## src/rtl/sne_pkg.sv

```systemverilog
// Shared types and constants for the sawtooth note envelope mixer.
// Used by sne_ctrl, sne_dp and sawtooth_note_envelope_mixer; depends on nothing.
package sne_pkg;

    // Default widths of the voice phase and of the note length counter.
    localparam int PHASE_BITS_DEF  = 24;
    localparam int LENGTH_BITS_DEF = 24;

    // Fixed widths of the stream fields.
    localparam int LEN_IN_W  = 24;
    localparam int POS_W     = 26;
    localparam int STEP_IN_W = 24;
    localparam int SAMPLE_W  = 16;
    localparam int RAMP_W    = 16;
    localparam int AMP_W     = 15;
    localparam int SAW_W     = 16;

    // Slave-side tdata layout, lowest field first, padded to whole bytes.
    localparam int LEN_LSB   = 0;
    localparam int POS_LSB   = LEN_LSB + LEN_IN_W;
    localparam int STEPA_LSB = POS_LSB + POS_W;
    localparam int STEPB_LSB = STEPA_LSB + STEP_IN_W;
    localparam int DUAL_LSB  = STEPB_LSB + STEP_IN_W;
    localparam int EXIST_LSB = DUAL_LSB + 1;
    localparam int IN_BITS   = EXIST_LSB + SAMPLE_W;
    localparam int S_TDATA_W = ((IN_BITS + 7) / 8) * 8;
    localparam int M_TDATA_W = SAMPLE_W;

    // The envelope quotient never exceeds the amplitude, so one step per amplitude bit.
    localparam int DIV_STEPS = AMP_W;
    localparam int DIV_CNT_W = $clog2(DIV_STEPS);

    // Operation codes carried in tuser.
    localparam logic OP_START  = 1'b0;
    localparam logic OP_SAMPLE = 1'b1;

    // Configuration register indexes.
    localparam int CFG_ADDR_W = 2;
    localparam logic [CFG_ADDR_W-1:0] REG_ATTACK  = 2'd0;
    localparam logic [CFG_ADDR_W-1:0] REG_RELEASE = 2'd1;
    localparam logic [CFG_ADDR_W-1:0] REG_AMP_ONE = 2'd2;
    localparam logic [CFG_ADDR_W-1:0] REG_AMP_TWO = 2'd3;
    localparam int CFG_DATA_W = 16;

    // Register values after reset.
    localparam logic [RAMP_W-1:0] ATTACK_RST  = 16'd441;
    localparam logic [RAMP_W-1:0] RELEASE_RST = 16'd441;
    localparam logic [AMP_W-1:0]  AMP_ONE_RST = 15'd8191;
    localparam logic [AMP_W-1:0]  AMP_TWO_RST = 15'd4095;

    // Commands from the controller to the datapath.
    typedef struct packed {
        logic load_note;    // capture the fields of a start transfer
        logic load_sample;  // capture the existing sample
        logic mul_phase_a;  // phase_a = position * step_a
        logic mul_phase_b;  // phase_b = position * step_b
        logic env_setup;    // pick ramp, form amplitude product, seed divider
        logic div_step;     // one restoring division step
        logic mix;          // envelope times voice sum
        logic commit;       // write the result and advance the note
    } t_cmd;

    // Status from the datapath to the controller.
    typedef struct packed {
        logic note_active;
        logic out_free;
    } t_sts;

endpackage

```

## src/rtl/sne_ctrl.sv

```systemverilog
// Controller state machine of the sawtooth note envelope mixer.
// Depends on sne_pkg; drives the command struct of sne_dp.
module sne_ctrl (
    input  logic          i_clk,
    input  logic          i_rst_n,
    input  logic          i_in_valid,
    input  logic          i_op,
    input  sne_pkg::t_sts i_sts,
    output logic          o_in_ready,
    output sne_pkg::t_cmd o_cmd
);

    typedef enum logic [6:0] {
        S_IDLE = 7'b0000001,
        S_PHA  = 7'b0000010,
        S_PHB  = 7'b0000100,
        S_ENV  = 7'b0001000,
        S_DIV  = 7'b0010000,
        S_MIX  = 7'b0100000,
        S_OUT  = 7'b1000000
    } t_state;

    t_state                          r_state, n_state;
    logic [sne_pkg::DIV_CNT_W-1:0]   r_cnt, n_cnt;
    logic                            w_accept;

    assign o_in_ready = (r_state == S_IDLE);
    assign w_accept   = o_in_ready && i_in_valid;

    // Next state, step counter and commands.
    always_comb begin
        n_state = r_state;
        n_cnt   = r_cnt;
        o_cmd   = '0;
        case (r_state)
            S_IDLE: begin
                if (w_accept) begin
                    if (i_op == sne_pkg::OP_START) begin
                        o_cmd.load_note = 1'b1;
                        n_state = S_PHA;
                    end else if (i_sts.note_active) begin
                        o_cmd.load_sample = 1'b1;
                        n_state = S_ENV;
                    end
                end
            end
            S_PHA: begin
                o_cmd.mul_phase_a = 1'b1;
                n_state = S_PHB;
            end
            S_PHB: begin
                o_cmd.mul_phase_b = 1'b1;
                n_state = S_IDLE;
            end
            S_ENV: begin
                o_cmd.env_setup = 1'b1;
                n_cnt   = sne_pkg::DIV_CNT_W'(sne_pkg::DIV_STEPS - 1);
                n_state = S_DIV;
            end
            S_DIV: begin
                o_cmd.div_step = 1'b1;
                n_cnt = r_cnt - 1'b1;
                if (r_cnt == '0) begin
                    n_state = S_MIX;
                end
            end
            S_MIX: begin
                o_cmd.mix = 1'b1;
                n_state = S_OUT;
            end
            S_OUT: begin
                // Hold here while the previous result still waits.
                if (i_sts.out_free) begin
                    o_cmd.commit = 1'b1;
                    n_state = S_IDLE;
                end
            end
            default: begin
                n_state = S_IDLE;
            end
        endcase
    end

    // State register.
    always_ff @(posedge i_clk) begin
        if (!i_rst_n) begin
            r_state <= S_IDLE;
            r_cnt   <= '0;
        end else begin
            r_state <= n_state;
            r_cnt   <= n_cnt;
        end
    end

endmodule

```

## src/rtl/sne_dp.sv

```systemverilog
// Datapath of the sawtooth note envelope mixer: configuration, note state,
// phase multiplier, envelope divider, mixing and output register. Depends on sne_pkg.
module sne_dp #(
    parameter int PHASE_BITS  = sne_pkg::PHASE_BITS_DEF,
    parameter int LENGTH_BITS = sne_pkg::LENGTH_BITS_DEF
) (
    input  logic                                 i_clk,
    input  logic                                 i_rst_n,
    input  sne_pkg::t_cmd                        i_cmd,
    output sne_pkg::t_sts                        o_sts,
    // Configuration write port
    input  logic                                 i_cfg_we,
    input  logic [sne_pkg::CFG_ADDR_W-1:0]       i_cfg_addr,
    input  logic [sne_pkg::CFG_DATA_W-1:0]       i_cfg_wdata,
    // Input fields
    input  logic [sne_pkg::LEN_IN_W-1:0]         i_note_length,
    input  logic [sne_pkg::POS_W-1:0]            i_start_position,
    input  logic [sne_pkg::STEP_IN_W-1:0]        i_phase_step_a,
    input  logic [sne_pkg::STEP_IN_W-1:0]        i_phase_step_b,
    input  logic                                 i_two_voices,
    input  logic signed [sne_pkg::SAMPLE_W-1:0]  i_existing_sample,
    // Result register
    input  logic                                 i_out_ready,
    output logic                                 o_out_valid,
    output logic signed [sne_pkg::SAMPLE_W-1:0]  o_mixed_sample,
    output logic                                 o_last_sample
);

    localparam int PROD_W  = sne_pkg::AMP_W + sne_pkg::RAMP_W;
    localparam int SUM_W   = sne_pkg::SAW_W + 1;
    localparam int MIX_W   = sne_pkg::AMP_W + 1 + SUM_W;
    localparam int TOTAL_W = MIX_W + 1;
    localparam int SHIFT   = sne_pkg::SAMPLE_W - 1;
    localparam int WIDE_W  = TOTAL_W - SHIFT;
    localparam logic signed [WIDE_W-1:0] SAT_MAX = WIDE_W'(32767);
    localparam logic signed [WIDE_W-1:0] SAT_MIN = -WIDE_W'(32768);
    localparam int POS_W_PLUS = sne_pkg::POS_W + PHASE_BITS;

    // Configuration registers.
    logic [sne_pkg::RAMP_W-1:0] r_attack, r_release;
    logic [sne_pkg::AMP_W-1:0]  r_amp_one, r_amp_two;

    // Note state.
    logic [sne_pkg::POS_W-1:0]  r_pos;
    logic [PHASE_BITS-1:0]      r_step_a, r_step_b, r_phase_a, r_phase_b;
    logic [LENGTH_BITS-1:0]     r_len, r_idx;
    logic                       r_dual, r_active;

    // Sample work registers.
    logic signed [sne_pkg::SAMPLE_W-1:0] r_exist;
    logic                                r_ramp;
    logic [sne_pkg::AMP_W-1:0]           r_amp_sel, r_quo;
    logic [sne_pkg::RAMP_W-1:0]          r_divisor, r_rem;
    logic [sne_pkg::AMP_W-1:0]           r_num_lo;
    logic signed [MIX_W-1:0]             r_mix;

    // Result register.
    logic                                r_out_valid, r_out_last;
    logic signed [sne_pkg::SAMPLE_W-1:0] r_out_data;

    logic [POS_W_PLUS-1:0]               w_phase_prod;

    logic [LENGTH_BITS-1:0]         w_left;
    logic                           w_att_ramp, w_rel_ramp, w_last;
    logic [sne_pkg::RAMP_W-1:0]     w_mul_x, w_divisor;
    logic [sne_pkg::AMP_W-1:0]      w_amp, w_env;
    logic [PROD_W-1:0]              w_env_prod;
    logic [sne_pkg::RAMP_W+1:0]     w_trial;
    logic signed [sne_pkg::SAW_W-1:0] w_saw_a, w_saw_b;
    logic signed [SUM_W-1:0]        w_sum;
    logic signed [TOTAL_W-1:0]      w_total;
    logic signed [WIDE_W-1:0]       w_wide;
    logic signed [sne_pkg::SAMPLE_W-1:0] w_sat;

    assign o_sts.note_active = r_active;
    assign o_sts.out_free    = !r_out_valid || i_out_ready;
    assign o_out_valid       = r_out_valid;
    assign o_mixed_sample    = r_out_data;
    assign o_last_sample     = r_out_last;

    // Start phase product; one multiplier serves both voices in turn.
    assign w_phase_prod = POS_W_PLUS'(r_pos) *
                          POS_W_PLUS'(i_cmd.mul_phase_b ? r_step_b : r_step_a);

    // Envelope selection: attack ramp first, then release ramp, else flat.
    always_comb begin
        w_left     = r_len - r_idx;
        w_att_ramp = (r_attack != '0) && (r_idx < LENGTH_BITS'(r_attack));
        w_rel_ramp = (r_release != '0) && (w_left < LENGTH_BITS'(r_release));
        w_mul_x    = w_att_ramp ? r_idx[sne_pkg::RAMP_W-1:0] : w_left[sne_pkg::RAMP_W-1:0];
        w_divisor  = w_att_ramp ? r_attack : r_release;
        w_amp      = r_dual ? r_amp_two : r_amp_one;
        w_env_prod = PROD_W'(w_amp) * PROD_W'(w_mul_x);
        w_last     = (w_left == LENGTH_BITS'(1));
    end

    // One restoring division step: bring down the next numerator bit and try the divisor.
    assign w_trial = {1'b0, r_rem, r_num_lo[sne_pkg::AMP_W-1]} - {2'b00, r_divisor};

    // Sawtooth values, voice sum and envelope.
    always_comb begin
        w_saw_a = $signed(r_phase_a[PHASE_BITS-1 -: sne_pkg::SAW_W]);
        w_saw_b = $signed(r_phase_b[PHASE_BITS-1 -: sne_pkg::SAW_W]);
        w_sum   = SUM_W'(w_saw_a) + (r_dual ? SUM_W'(w_saw_b) : SUM_W'(0));
        w_env   = r_ramp ? r_quo : r_amp_sel;
    end

    // Mix with the existing sample, floor by the Q15 scale and saturate.
    always_comb begin
        w_total = $signed({r_exist, SHIFT'(0)}) + TOTAL_W'(r_mix);
        w_wide  = w_total[TOTAL_W-1:SHIFT];
        if (w_wide > SAT_MAX) begin
            w_sat = sne_pkg::SAMPLE_W'(SAT_MAX);
        end else if (w_wide < SAT_MIN) begin
            w_sat = sne_pkg::SAMPLE_W'(SAT_MIN);
        end else begin
            w_sat = w_wide[sne_pkg::SAMPLE_W-1:0];
        end
    end

    // Configuration registers and note activity.
    always_ff @(posedge i_clk) begin
        if (!i_rst_n) begin
            r_attack  <= sne_pkg::ATTACK_RST;
            r_release <= sne_pkg::RELEASE_RST;
            r_amp_one <= sne_pkg::AMP_ONE_RST;
            r_amp_two <= sne_pkg::AMP_TWO_RST;
            r_active  <= 1'b0;
        end else begin
            if (i_cfg_we) begin
                case (i_cfg_addr)
                    sne_pkg::REG_ATTACK:  r_attack  <= i_cfg_wdata;
                    sne_pkg::REG_RELEASE: r_release <= i_cfg_wdata;
                    sne_pkg::REG_AMP_ONE: r_amp_one <= i_cfg_wdata[sne_pkg::AMP_W-1:0];
                    sne_pkg::REG_AMP_TWO: r_amp_two <= i_cfg_wdata[sne_pkg::AMP_W-1:0];
                    default: ;
                endcase
            end
            if (i_cmd.load_note) begin
                r_active <= (LENGTH_BITS'(i_note_length) != '0);
            end else if (i_cmd.commit && w_last) begin
                r_active <= 1'b0;
            end
        end
    end

    // Note state: loaded on a start, advanced once per delivered sample.
    always_ff @(posedge i_clk) begin
        if (i_cmd.load_note) begin
            r_pos    <= i_start_position;
            r_step_a <= PHASE_BITS'(i_phase_step_a);
            r_step_b <= PHASE_BITS'(i_phase_step_b);
            r_len    <= LENGTH_BITS'(i_note_length);
            r_dual   <= i_two_voices;
            r_idx    <= '0;
        end
        if (i_cmd.mul_phase_a) begin
            r_phase_a <= w_phase_prod[PHASE_BITS-1:0];
        end
        if (i_cmd.mul_phase_b) begin
            r_phase_b <= w_phase_prod[PHASE_BITS-1:0];
        end
        if (i_cmd.commit) begin
            r_phase_a <= r_phase_a + r_step_a;
            r_phase_b <= r_phase_b + r_step_b;
            r_idx     <= r_idx + 1'b1;
        end
    end

    // Envelope product, divider and mixing product.
    always_ff @(posedge i_clk) begin
        if (i_cmd.load_sample) begin
            r_exist <= i_existing_sample;
        end
        if (i_cmd.env_setup) begin
            r_ramp    <= w_att_ramp || w_rel_ramp;
            r_amp_sel <= w_amp;
            r_divisor <= w_divisor;
            r_rem     <= w_env_prod[PROD_W-1:sne_pkg::AMP_W];
            r_num_lo  <= w_env_prod[sne_pkg::AMP_W-1:0];
            r_quo     <= '0;
        end
        if (i_cmd.div_step) begin
            if (!w_trial[sne_pkg::RAMP_W+1]) begin
                r_rem <= w_trial[sne_pkg::RAMP_W-1:0];
            end else begin
                r_rem <= {r_rem[sne_pkg::RAMP_W-2:0], r_num_lo[sne_pkg::AMP_W-1]};
            end
            r_num_lo <= {r_num_lo[sne_pkg::AMP_W-2:0], 1'b0};
            r_quo    <= {r_quo[sne_pkg::AMP_W-2:0], !w_trial[sne_pkg::RAMP_W+1]};
        end
        if (i_cmd.mix) begin
            r_mix <= $signed({1'b0, w_env}) * w_sum;
        end
    end

    // Result register; the next item may be accepted while it waits.
    always_ff @(posedge i_clk) begin
        if (!i_rst_n) begin
            r_out_valid <= 1'b0;
        end else if (i_cmd.commit) begin
            r_out_valid <= 1'b1;
        end else if (i_out_ready) begin
            r_out_valid <= 1'b0;
        end
    end

    always_ff @(posedge i_clk) begin
        if (i_cmd.commit) begin
            r_out_data <= w_sat;
            r_out_last <= w_last;
        end
    end

endmodule

```

## src/rtl/sawtooth_note_envelope_mixer.sv

```systemverilog
// Top level of the sawtooth note envelope mixer: stream ports, controller and datapath.
// Depends on sne_pkg, sne_ctrl and sne_dp.
//
//  Channel   Direction  Signals                          Transfer carries
//  s_axis    in         tvalid tready tdata tuser        start note or one sample to mix
//  m_axis    out        tvalid tready tdata tlast        mixed sample, last-of-note flag
//  cfg       in         i_cfg_we i_cfg_addr i_cfg_wdata  register write, no read-back
//
// A start transfer is accepted and then uses the shared phase multiplier once per
// voice, voice A then voice B. A sample transfer steps through accept, envelope
// product, 15 steps of the restoring envelope divider, mix product, output write.
// A sample transfer with no note active is accepted and gives no result.
// The output write waits while the previous result is still not taken.
// Reset is synchronous; there is no clearing pass.
module sawtooth_note_envelope_mixer #(
    parameter int PHASE_BITS  = sne_pkg::PHASE_BITS_DEF,
    parameter int LENGTH_BITS = sne_pkg::LENGTH_BITS_DEF
) (
    input  logic                               i_clk,
    input  logic                               i_rst_n,
    // Fields from bit 0 up: note_length[23:0], start_position[49:24],
    // phase_step_a[73:50], phase_step_b[97:74], two_voices[98],
    // existing_sample[114:99], zero fill[119:115].
    input  logic                               s_axis_tvalid,
    output logic                               s_axis_tready,
    input  logic [sne_pkg::S_TDATA_W-1:0]      s_axis_tdata,
    // Fields: op[0] (start note or next sample).
    input  logic                               s_axis_tuser,
    output logic                               m_axis_tvalid,
    input  logic                               m_axis_tready,
    // Fields: mixed_sample[15:0].
    output logic [sne_pkg::M_TDATA_W-1:0]      m_axis_tdata,
    output logic                               m_axis_tlast,
    input  logic                               i_cfg_we,
    input  logic [sne_pkg::CFG_ADDR_W-1:0]     i_cfg_addr,
    input  logic [sne_pkg::CFG_DATA_W-1:0]     i_cfg_wdata
);

    sne_pkg::t_cmd                        w_cmd;
    sne_pkg::t_sts                        w_sts;
    logic signed [sne_pkg::SAMPLE_W-1:0]  w_existing;
    logic signed [sne_pkg::SAMPLE_W-1:0]  w_mixed;

    assign w_existing   = $signed(s_axis_tdata[sne_pkg::EXIST_LSB +: sne_pkg::SAMPLE_W]);
    assign m_axis_tdata = w_mixed;

    // Sequencer for start and sample transfers.
    sne_ctrl u_ctrl (
        .i_clk      (i_clk),
        .i_rst_n    (i_rst_n),
        .i_in_valid (s_axis_tvalid),
        .i_op       (s_axis_tuser),
        .i_sts      (w_sts),
        .o_in_ready (s_axis_tready),
        .o_cmd      (w_cmd)
    );

    // Arithmetic and state.
    sne_dp #(
        .PHASE_BITS  (PHASE_BITS),
        .LENGTH_BITS (LENGTH_BITS)
    ) u_dp (
        .i_clk             (i_clk),
        .i_rst_n           (i_rst_n),
        .i_cmd             (w_cmd),
        .o_sts             (w_sts),
        .i_cfg_we          (i_cfg_we),
        .i_cfg_addr        (i_cfg_addr),
        .i_cfg_wdata       (i_cfg_wdata),
        .i_note_length     (s_axis_tdata[sne_pkg::LEN_LSB +: sne_pkg::LEN_IN_W]),
        .i_start_position  (s_axis_tdata[sne_pkg::POS_LSB +: sne_pkg::POS_W]),
        .i_phase_step_a    (s_axis_tdata[sne_pkg::STEPA_LSB +: sne_pkg::STEP_IN_W]),
        .i_phase_step_b    (s_axis_tdata[sne_pkg::STEPB_LSB +: sne_pkg::STEP_IN_W]),
        .i_two_voices      (s_axis_tdata[sne_pkg::DUAL_LSB]),
        .i_existing_sample (w_existing),
        .i_out_ready       (m_axis_tready),
        .o_out_valid       (m_axis_tvalid),
        .o_mixed_sample    (w_mixed),
        .o_last_sample     (m_axis_tlast)
    );

`ifndef SYNTHESIS
    // The controller issues at most one command per cycle.
    a_cmd_onehot: assert property (@(posedge i_clk) disable iff (!i_rst_n)
        $onehot0(w_cmd))
        else $error("more than one datapath command in a cycle");

    // A sample transfer on an active note closes the input until its result is written.
    a_busy_after_sample: assert property (@(posedge i_clk) disable iff (!i_rst_n)
        (s_axis_tvalid && s_axis_tready && (s_axis_tuser == sne_pkg::OP_SAMPLE)
         && w_sts.note_active) |=> !s_axis_tready)
        else $error("input accepted while a sample is in work");

    // A result appears only from a commit.
    a_out_from_commit: assert property (@(posedge i_clk) disable iff (!i_rst_n)
        $rose(m_axis_tvalid) |-> $past(w_cmd.commit))
        else $error("output valid without a commit");

    // A start transfer never produces a result in the next cycle.
    a_start_no_result: assert property (@(posedge i_clk) disable iff (!i_rst_n)
        (s_axis_tvalid && s_axis_tready && (s_axis_tuser == sne_pkg::OP_START))
        |=> !w_cmd.commit)
        else $error("commit after a start transfer");
`endif

endmodule
```

## config.mk

```make
export PLATFORM = sky130hd
export DESIGN_NAME = sawtooth_note_envelope_mixer
export DESIGN_NICKNAME = d
export VERILOG_FILES = /design/src/rtl/sne_pkg.sv /design/src/rtl/sne_ctrl.sv /design/src/rtl/sne_dp.sv /design/src/rtl/sawtooth_note_envelope_mixer.sv
export SDC_FILE = /design/constraint.sdc
export NUM_CORES = 2
export LEC_CHECK = 0
export BUFFER_PORTS_ARGS = -buffer_cell sky130_fd_sc_hd__buf_2
export CAP_MARGIN = 20
export CORE_MARGIN = 5
export CORE_UTILIZATION = 25
export CTS_BUF_LIST = sky130_fd_sc_hd__clkbuf_8
export DETAILED_ROUTE_END_ITERATION = 6
export PLACE_DENSITY_LB_ADDON = 0.2
export SLEW_MARGIN = 25
export SYNTH_ARGS = -nofsm -noshare
export SYNTH_HDL_FRONTEND = slang
export SYNTH_SLANG_ARGS = --single-unit
```

## constraint.sdc

```tcl
create_clock -name i_clk -period 11.5 [get_ports i_clk]
set_clock_uncertainty 0.05 [all_clocks]
set_input_delay 1.15 -clock i_clk [delete_from_list [all_inputs] [get_ports i_clk]]
set_output_delay 1.15 -clock i_clk [all_outputs]
set_load 0.01 [all_outputs]
```

* Word level (Yosys, flattened, before mapping)
Cells that the tools add are included.
** Word-level totals
- Word-level logic and storage cells :: 125
- Input port bits :: 144
- Register bits after elaboration :: 390
- Output and inout port bits :: 19
** Operators by class
- Order comparisons :: 4
- Add/sub/neg operators :: 8
- $mul :: 3
- Equality and inequality tests :: 15
- Reductions and logical operators :: 25
- Multiplexer cells :: 43
** Operators by type and width (count)
- 24-bit 2-to-1 mux :: 7
- 16-bit 2-to-1 mux :: 6
- 15-bit 2-to-1 mux :: 6
- 26-bit by 50-bit multiplier with 24-bit output :: 1
- 24-bit adder :: 2
- 24-bit by 16-bit less-than comparator with 1-bit output :: 2
- 7-bit case mux with 6 select lines :: 1
- 7-bit 2-to-1 mux :: 5
- 31-bit by 33-bit adder with 34-bit output :: 1
- 16-bit by 17-bit multiplier with 33-bit output :: 1
- 16-bit nonzero test :: 2
- 15-bit by 16-bit multiplier with 31-bit output :: 1
- 24-bit by 1-bit adder with 24-bit output (second input constant) :: 1
- 24-bit by 1-bit == test with 1-bit output (second input constant) :: 1
- 24-bit nonzero test :: 1
- 24-bit subtractor :: 1
- 19-bit by 16-bit greater-than comparator with 1-bit output (second input constant) :: 1
- 19-bit by 16-bit less-than comparator with 1-bit output (second input constant) :: 1
- 17-bit by 16-bit subtractor with 18-bit output :: 1
- 16-bit by 17-bit adder with 17-bit output :: 1
- 17-bit 2-to-1 mux :: 1
- 1-bit 2-to-1 mux :: 14
- 2-bit nonzero test :: 7
- 4-bit case mux with 2 select lines :: 1
- other kinds (21) :: 32

* Longest topological paths before layout
- Depth after elaboration :: 7
- Gate-level depth with buffers :: 39
- Depth with buffers taken out :: 36

* Cells and area by module
Synthesis repeated with hierarchy kept, for this count alone.
** Second synthesis, totals
- Cells, all modules :: 4933
- Area, all modules :: 46666.0 µm²
** By module, submodules not included
- sne_dp :: area each 45937.8 µm², cells each 4849, instances 1, seq. area each 10219.8 µm²
- sne_ctrl :: area each 728.2 µm², cells each 84, instances 1, seq. area each 220.2 µm²

* Worst setup path before layout
Ideal clock, no wire load.
- Path kind :: register to register
- From :: register u_dp.r_dual
- To :: register u_dp.r_mix[32], data pin
- Arrival time :: 8930 ps
- Slack :: 2260 ps
- Setup time :: 260 ps
- Period minus slack after synthesis :: 9240 ps
- Stages on the path, launching flop included :: 38
- Buffers on the path :: 4
- Data required time :: 11190 ps
- Cells stage by stage :: edfxtp_1 > clkbuf_1 > clkbuf_1 > clkbuf_1 > nand2_1 > inv_1 > ha_1 > a21o_1 > a21oi_1 > o21ai_0 > a211o_1 > and3_1 > nor2_1 > a21oi_1 > a2111oi_0 > nor3_1 > clkbuf_1 > nand2_1 > [... 2 more ...] > inv_1 > fa_1 > inv_1 > fa_1 > fa_1 > inv_1 > fa_1 > ha_1 > a21o_1 > a21oi_1 > o211ai_1 > o21ba_2 > o21ai_1 > a221o_1 > o41a_1 > a21oi_1 > o21bai_1 > xnor2_1
** On the way
- Cells in the longest elaborated chain, start to end :: 3
** Ends and longest elaborated chain
- start: declaration :: RTL line sne_dp.sv:47 : logic r_dual, r_active;
- start signal: assignment :: RTL line sne_dp.sv:154 : r_dual <= i_two_voices;
- 17-bit 2-to-1 mux :: RTL line sne_dp.sv:104 : w_sum = SUM_W'(w_saw_a) + (r_dual ? SUM_W'(w_saw_b) : SUM_W'(0));
- 16-bit by 17-bit adder with 17-bit output :: RTL line sne_dp.sv:104
- 16-bit by 17-bit multiplier with 33-bit output :: RTL line sne_dp.sv:193 : r_mix <= $signed({1'b0, w_env}) * w_sum;
- end signal: assignment :: RTL line sne_dp.sv:193
- end: declaration :: RTL line sne_dp.sv:55 : logic signed [MIX_W-1:0] r_mix;
Every way passes these cells.
A chain may end at the register's enable or synchronous reset.

* Worst setup path after layout
Same ends and word-level chain as after synthesis.

==> Implementation_results.wiki <==
{| class="wikitable"
! Metric !! Value
|-
| Layout area overhead || 11.65%
|-
| Max-slew violations || 0
|-
| Standard-cell rows || roughly 160
|-
| Synthesized instance count || 5093
|-
| Routed wire length || 146.5 mm
|-
| Number of filler cells placed in the layout || 20.08k
|-
| Detailed-routing iteration count for the pre-antenna-repair pass || 5
|-
| Die height || 443.8 um
|-
| Post-Syn Nets || 6304
|-
| Layout Nets || around 6.4k
|-
| Fraction of layout instances using a drive strength above 1 || 0.07740
|-
| Crit path top cell by count || fa_1
|-
| Max transition margin || 0.2746
|-
| Slew @ Worst Pin || 1088 ps
|-
| Global Route Usage Sum || 0.1470
|-
| 1st-iter DRT viols || 2101
|-
| Bufs on Longest Clock Path || 3
|-
| Crit path buffers/inverters || 5
|-
| Mean routed wirelength per cell || between 15 and 20 um
|-
| Synth Register Bits || 373
|-
| Number of routed nets with antenna violations || 0
|-
| Vias in the first global route || approximately 36k
|-
| Number of setup buffers added after CTS || 0
|-
| Met3 wire len || approximately 8.1 mm
|-
| Number of buffers created by CTS || 76
|-
| Number of hold-repair buffers added at the cts stage || 0
|-
| Count of H-tree levels built during CTS || 3
|-
| Number of I/O port buffers || 155
|-
| Met2 wire length || between 60 and 70 mm
|-
| Tmin final || 9897 ps
|-
| Highest routed metal layer || met5
|-
| Logic depth of the worst register-to-register path || 34
|-
| WP data required || 11920 ps
|-
| WP data arrival || 10320 ps
|-
| Element type at the critical path start || flip-flop
|-
| Clock sink count || 373
|-
| Hold-critical path depth || 2
|-
| CTS-repair resized insts || 0
|-
| RSZ-0062 raised after global routing || no
|-
| Final Wtd Congestion || 0.8292
|-
| Number of failing setup endpoints in the final timing report || 0
|-
| Antenna violations before repair || 13
|-
| Number of endpoints with negative hold slack in the final report || 0
|-
| Hold EP || u_dp.r_num_lo[0]$_SDFFE_PP0P_
|-
| Met1 wire length || 67.84 mm
|-
| Starting utilization of the core area || 0.2508
|-
| HPWL reported at the end of detailed placement || 117.0 mm
|-
| CTS tree || done
|-
| Outcome || completed
|-
| Type of the worst min-delay path || reg -> reg
|-
| Timing startpoint of the critical path || u_dp.r_dual$_DFFE_PP_
|-
| Highest achievable clock rate || 101.0 MHz
|-
| Die Wd || 443.8 um
|-
| Synthesis warning total || 0
|-
| Class of the most critical setup path || reg -> reg
|-
| Sum of negative setup slack || 0 ps
|-
| Top delay family on crit path || compound AO/OA/AOI/OAI gates
|-
| Most used DFF post-synth || edfxtp_1
|-
| Count of maximum capacitance violations || 0
|-
| # DRC || 0
|-
| Critical R2R Launch || u_dp.r_dual$_DFFE_PP_
|-
| Number of placed I/O pins || approximately 160
|-
| Avg Vias per Cell || 4.519
|-
| Clock slew at reported path FFs || 60 ps
|-
| Reg2Reg Setup Slack || 1600 ps
|-
| Async S/R FF share, synth || 0
|-
| Pin count of the biggest net entering global routing || 84
|-
| Root buffer cell || clkbuf_8
|-
| Later-pin clock latency in the skew report || 780 ps
|-
| Cell with the largest stage delay on the worst path || a2111oi_1
|-
| Number of flops mapped to enable cells by yosys || roughly 300
|-
| Cell area after synthesis || 47050 um^2
|-
| Terminus of the critical flop-to-flop path || u_dp.r_mix[32]$_DFFE_PP_
|-
| Global-route wire length before repair || roughly 220 mm
|-
| Floorplan die area || 197000 um^2
|-
| Final global-route overflow total || 0
|-
| Maximum net fanout on the critical path || 17
|-
| Cell variety after synth || 77
|-
| Seq/Total Area, Yosys || 0.2219
|-
| Vias post-DR || 35.23k
|-
| Area of the core region || 187600 um^2
|-
| Period Utilization, post-route || 0.8606
|-
| Hold Crit Start || u_dp.r_num_lo[0]$_SDFFE_PP0P_
|-
| Delay contributed by the slowest stage of the critical path || 960 ps
|-
| Mean Syn Cell Area || 9.239 um^2
|-
| Crit. End Element || flip-flop
|}
[cell usage in the layout, fill, tap and decap left out, types with 36 or more instances in the layout]
cell type / netlist / layout
inv_1: 898 / 919
nand2_1: 704 / 703
fa_1: 657 / 657
ha_1: 410 / 410
nor2_1: 387 / 386
edfxtp_1: 297 / 297
a21oi_1: 183 / 181
buf_2: 5 / 155
xnor2_1: 143 / 142
o21ai_0: 138 / 137
nor2b_1: 123 / 122
and2_1: 114 / 114
nand3_1: 88 / 88
a21o_1: 85 / 85
clkbuf_8: 0 / 85
buf_4: 0 / 78
dfxtp_1: 76 / 76
xor2_1: 70 / 69
nor3_1: 69 / 68
nand2b_1: 43 / 42
a31oi_1: 36 / 36
[layer usage]
layer | track usage | vias to the layer above
met5 | 0 | -
met4 | 0.03589 | 8
met2 | 0.2386 | 882
li1 | - | 16650
met3 | 0.02698 | 194
met1 | 0.2025 | 17490
[layout make-up]
| class | instances | area (um^2) | share of cell area |
|---|---|---|---|
| Clock buffer | 85 | 1170 | 0.02227 |
| Inverter | 899 | 3377 | 0.06428 |
| Timing Repair Buffer | 233 | 1361 | 0.02591 |
| Clock inverter | 56 | 369.1 | 0.007026 |
| Tap cell | 2495 | 3122 | 0.05942 |
| Antenna cell | 4 | 10.01 | 0.0001905 |
| Multi-Input combinational cell | 3651 | 32690 | 0.6222 |
| Sequential cell | 373 | 10440 | 0.1987 |
[kinds of logic (layout without fill, tap and decap cells)]
| kind of cell | count (synthesis) | count (layout) | synth area share |
|---|---|---|---|
| adder cells (fa/ha/maj) | 1067 | 1067 | 0.3885 |
| AO/OA/AOI/OAI | 658 | 658 | 0.08969 |
| buffers and inverters | 1069 | 1273 | 0.08541 |
| XOR/XNOR | 220 | 220 | 0.04305 |
| AND/OR/NAND/NOR | 1651 | 1651 | 0.1591 |
| multiplexers | 55 | 55 | 0.01229 |
| other | 0 | 4 | 0 |
| flip-flops | 373 | 373 | 0.2219 |
[sequential cells by signal, indices dropped and copies added (netlist names), 7 cells and up]
| signal | count |
|---|---|
| u_dp.r_step_a | 24 |
| u_dp.r_amp_sel | 15 |
| u_dp.r_num_lo | 15 |
| u_dp.r_amp_two | 15 |
| u_ctrl.r_state | 7 |
| u_dp.r_exist | 16 |
| u_dp.r_len | 24 |
| u_dp.r_rem | 16 |
| u_dp.r_quo | 15 |
| u_dp.r_phase_b | 24 |
| u_dp.r_amp_one | 15 |
| u_dp.o_mixed_sample | 16 |
| u_dp.r_idx | 24 |
| u_dp.r_step_b | 24 |
| u_dp.r_mix | 18 |
| u_dp.r_phase_a | 24 |
| u_dp.r_pos | 24 |
| u_dp.r_divisor | 16 |
| u_dp.r_release | 16 |
| u_dp.r_attack | 16 |
[metrics by stage]
stage          hold slack (ps)    util  setup WS (ps)  cell area [um^2]  cells
6_report                 411.4  0.2800           1603             52540   7796
3_3_place_gp             394.6  0.2716           1534             50950   7651
4_1_cts                  346.1  0.2799           1396             52510   7792
5_1_grt                  405.7  0.2800          905.2             52530   7795
2_1_floorplan            376.0       -           2260             47050   5093
3_5_place_dp             401.4  0.2717           1420             50970   7651
[worst reg2reg max path: cells and delay by family (launching register included)]
| kind | cells | cell delay, ps |
|---|---|---|
| flip-flops | 1 | 590 |
| buffers and inverters | 5 | 450 |
| AO/OA/AOI/OAI | 15 | 4210 |
| AND/OR/NAND/NOR | 5 | 710 |
| adder cells (fa/ha/maj) | 8 | 3480 |
| XOR/XNOR | 1 | 130 |
[cells in the mapped netlist (all sizes together) (8+ instances only)]
master | count | area share
mux2i | 33 | 0.0070
o31ai | 15 | 0.0024
inv | 899 | 0.072
a211o | 8 | 0.0015
a31oi | 36 | 0.0048
nand3 | 88 | 0.0094
edfxtp | 297 | 0.19
o21ai | 142 | 0.015
nand2b | 43 | 0.0057
nor4 | 30 | 0.0041
o21a | 29 | 0.0046
and3 | 20 | 0.0027
dfxtp | 76 | 0.032
fa | 657 | 0.28
o211ai | 23 | 0.0037
nor3 | 70 | 0.0076
xor2 | 70 | 0.013
o21bai | 15 | 0.0024
and2 | 114 | 0.015
nor2b | 123 | 0.016
mux2 | 22 | 0.0053
xnor2 | 143 | 0.027
or3 | 16 | 0.0021
buf | 21 | 0.0018
nand2 | 704 | 0.056
clkbuf | 149 | 0.012
a21o | 85 | 0.014
nand4 | 20 | 0.0027
ha | 410 | 0.11
nor2 | 388 | 0.031
a211oi | 23 | 0.0037
a311oi | 11 | 0.0020
a21boi | 16 | 0.0026
or2 | 10 | 0.0013
a21oi | 183 | 0.019
[how the worst max path moves through the flow]
stage | cells past startpoint | endpoint | slack [ps]
2_1_floorplan | 37 | u_dp.r_mix[32]$_DFFE_PP_ | 2260
3_3_place_gp | 31 | u_dp.r_mix[32]$_DFFE_PP_ | 1530
3_5_place_dp | 31 | u_dp.r_mix[32]$_DFFE_PP_ | 1420
4_1_cts | 31 | u_dp.r_mix[32]$_DFFE_PP_ | 1400
5_1_grt | 34 | u_dp.r_mix[32]$_DFFE_PP_ | 910
6_report | 34 | u_dp.r_mix[32]$_DFFE_PP_ | 1600
Power is left out: the tool's default activity adds up to more than one toggle a clock period on the data nets, which glitch-free logic cannot reach.
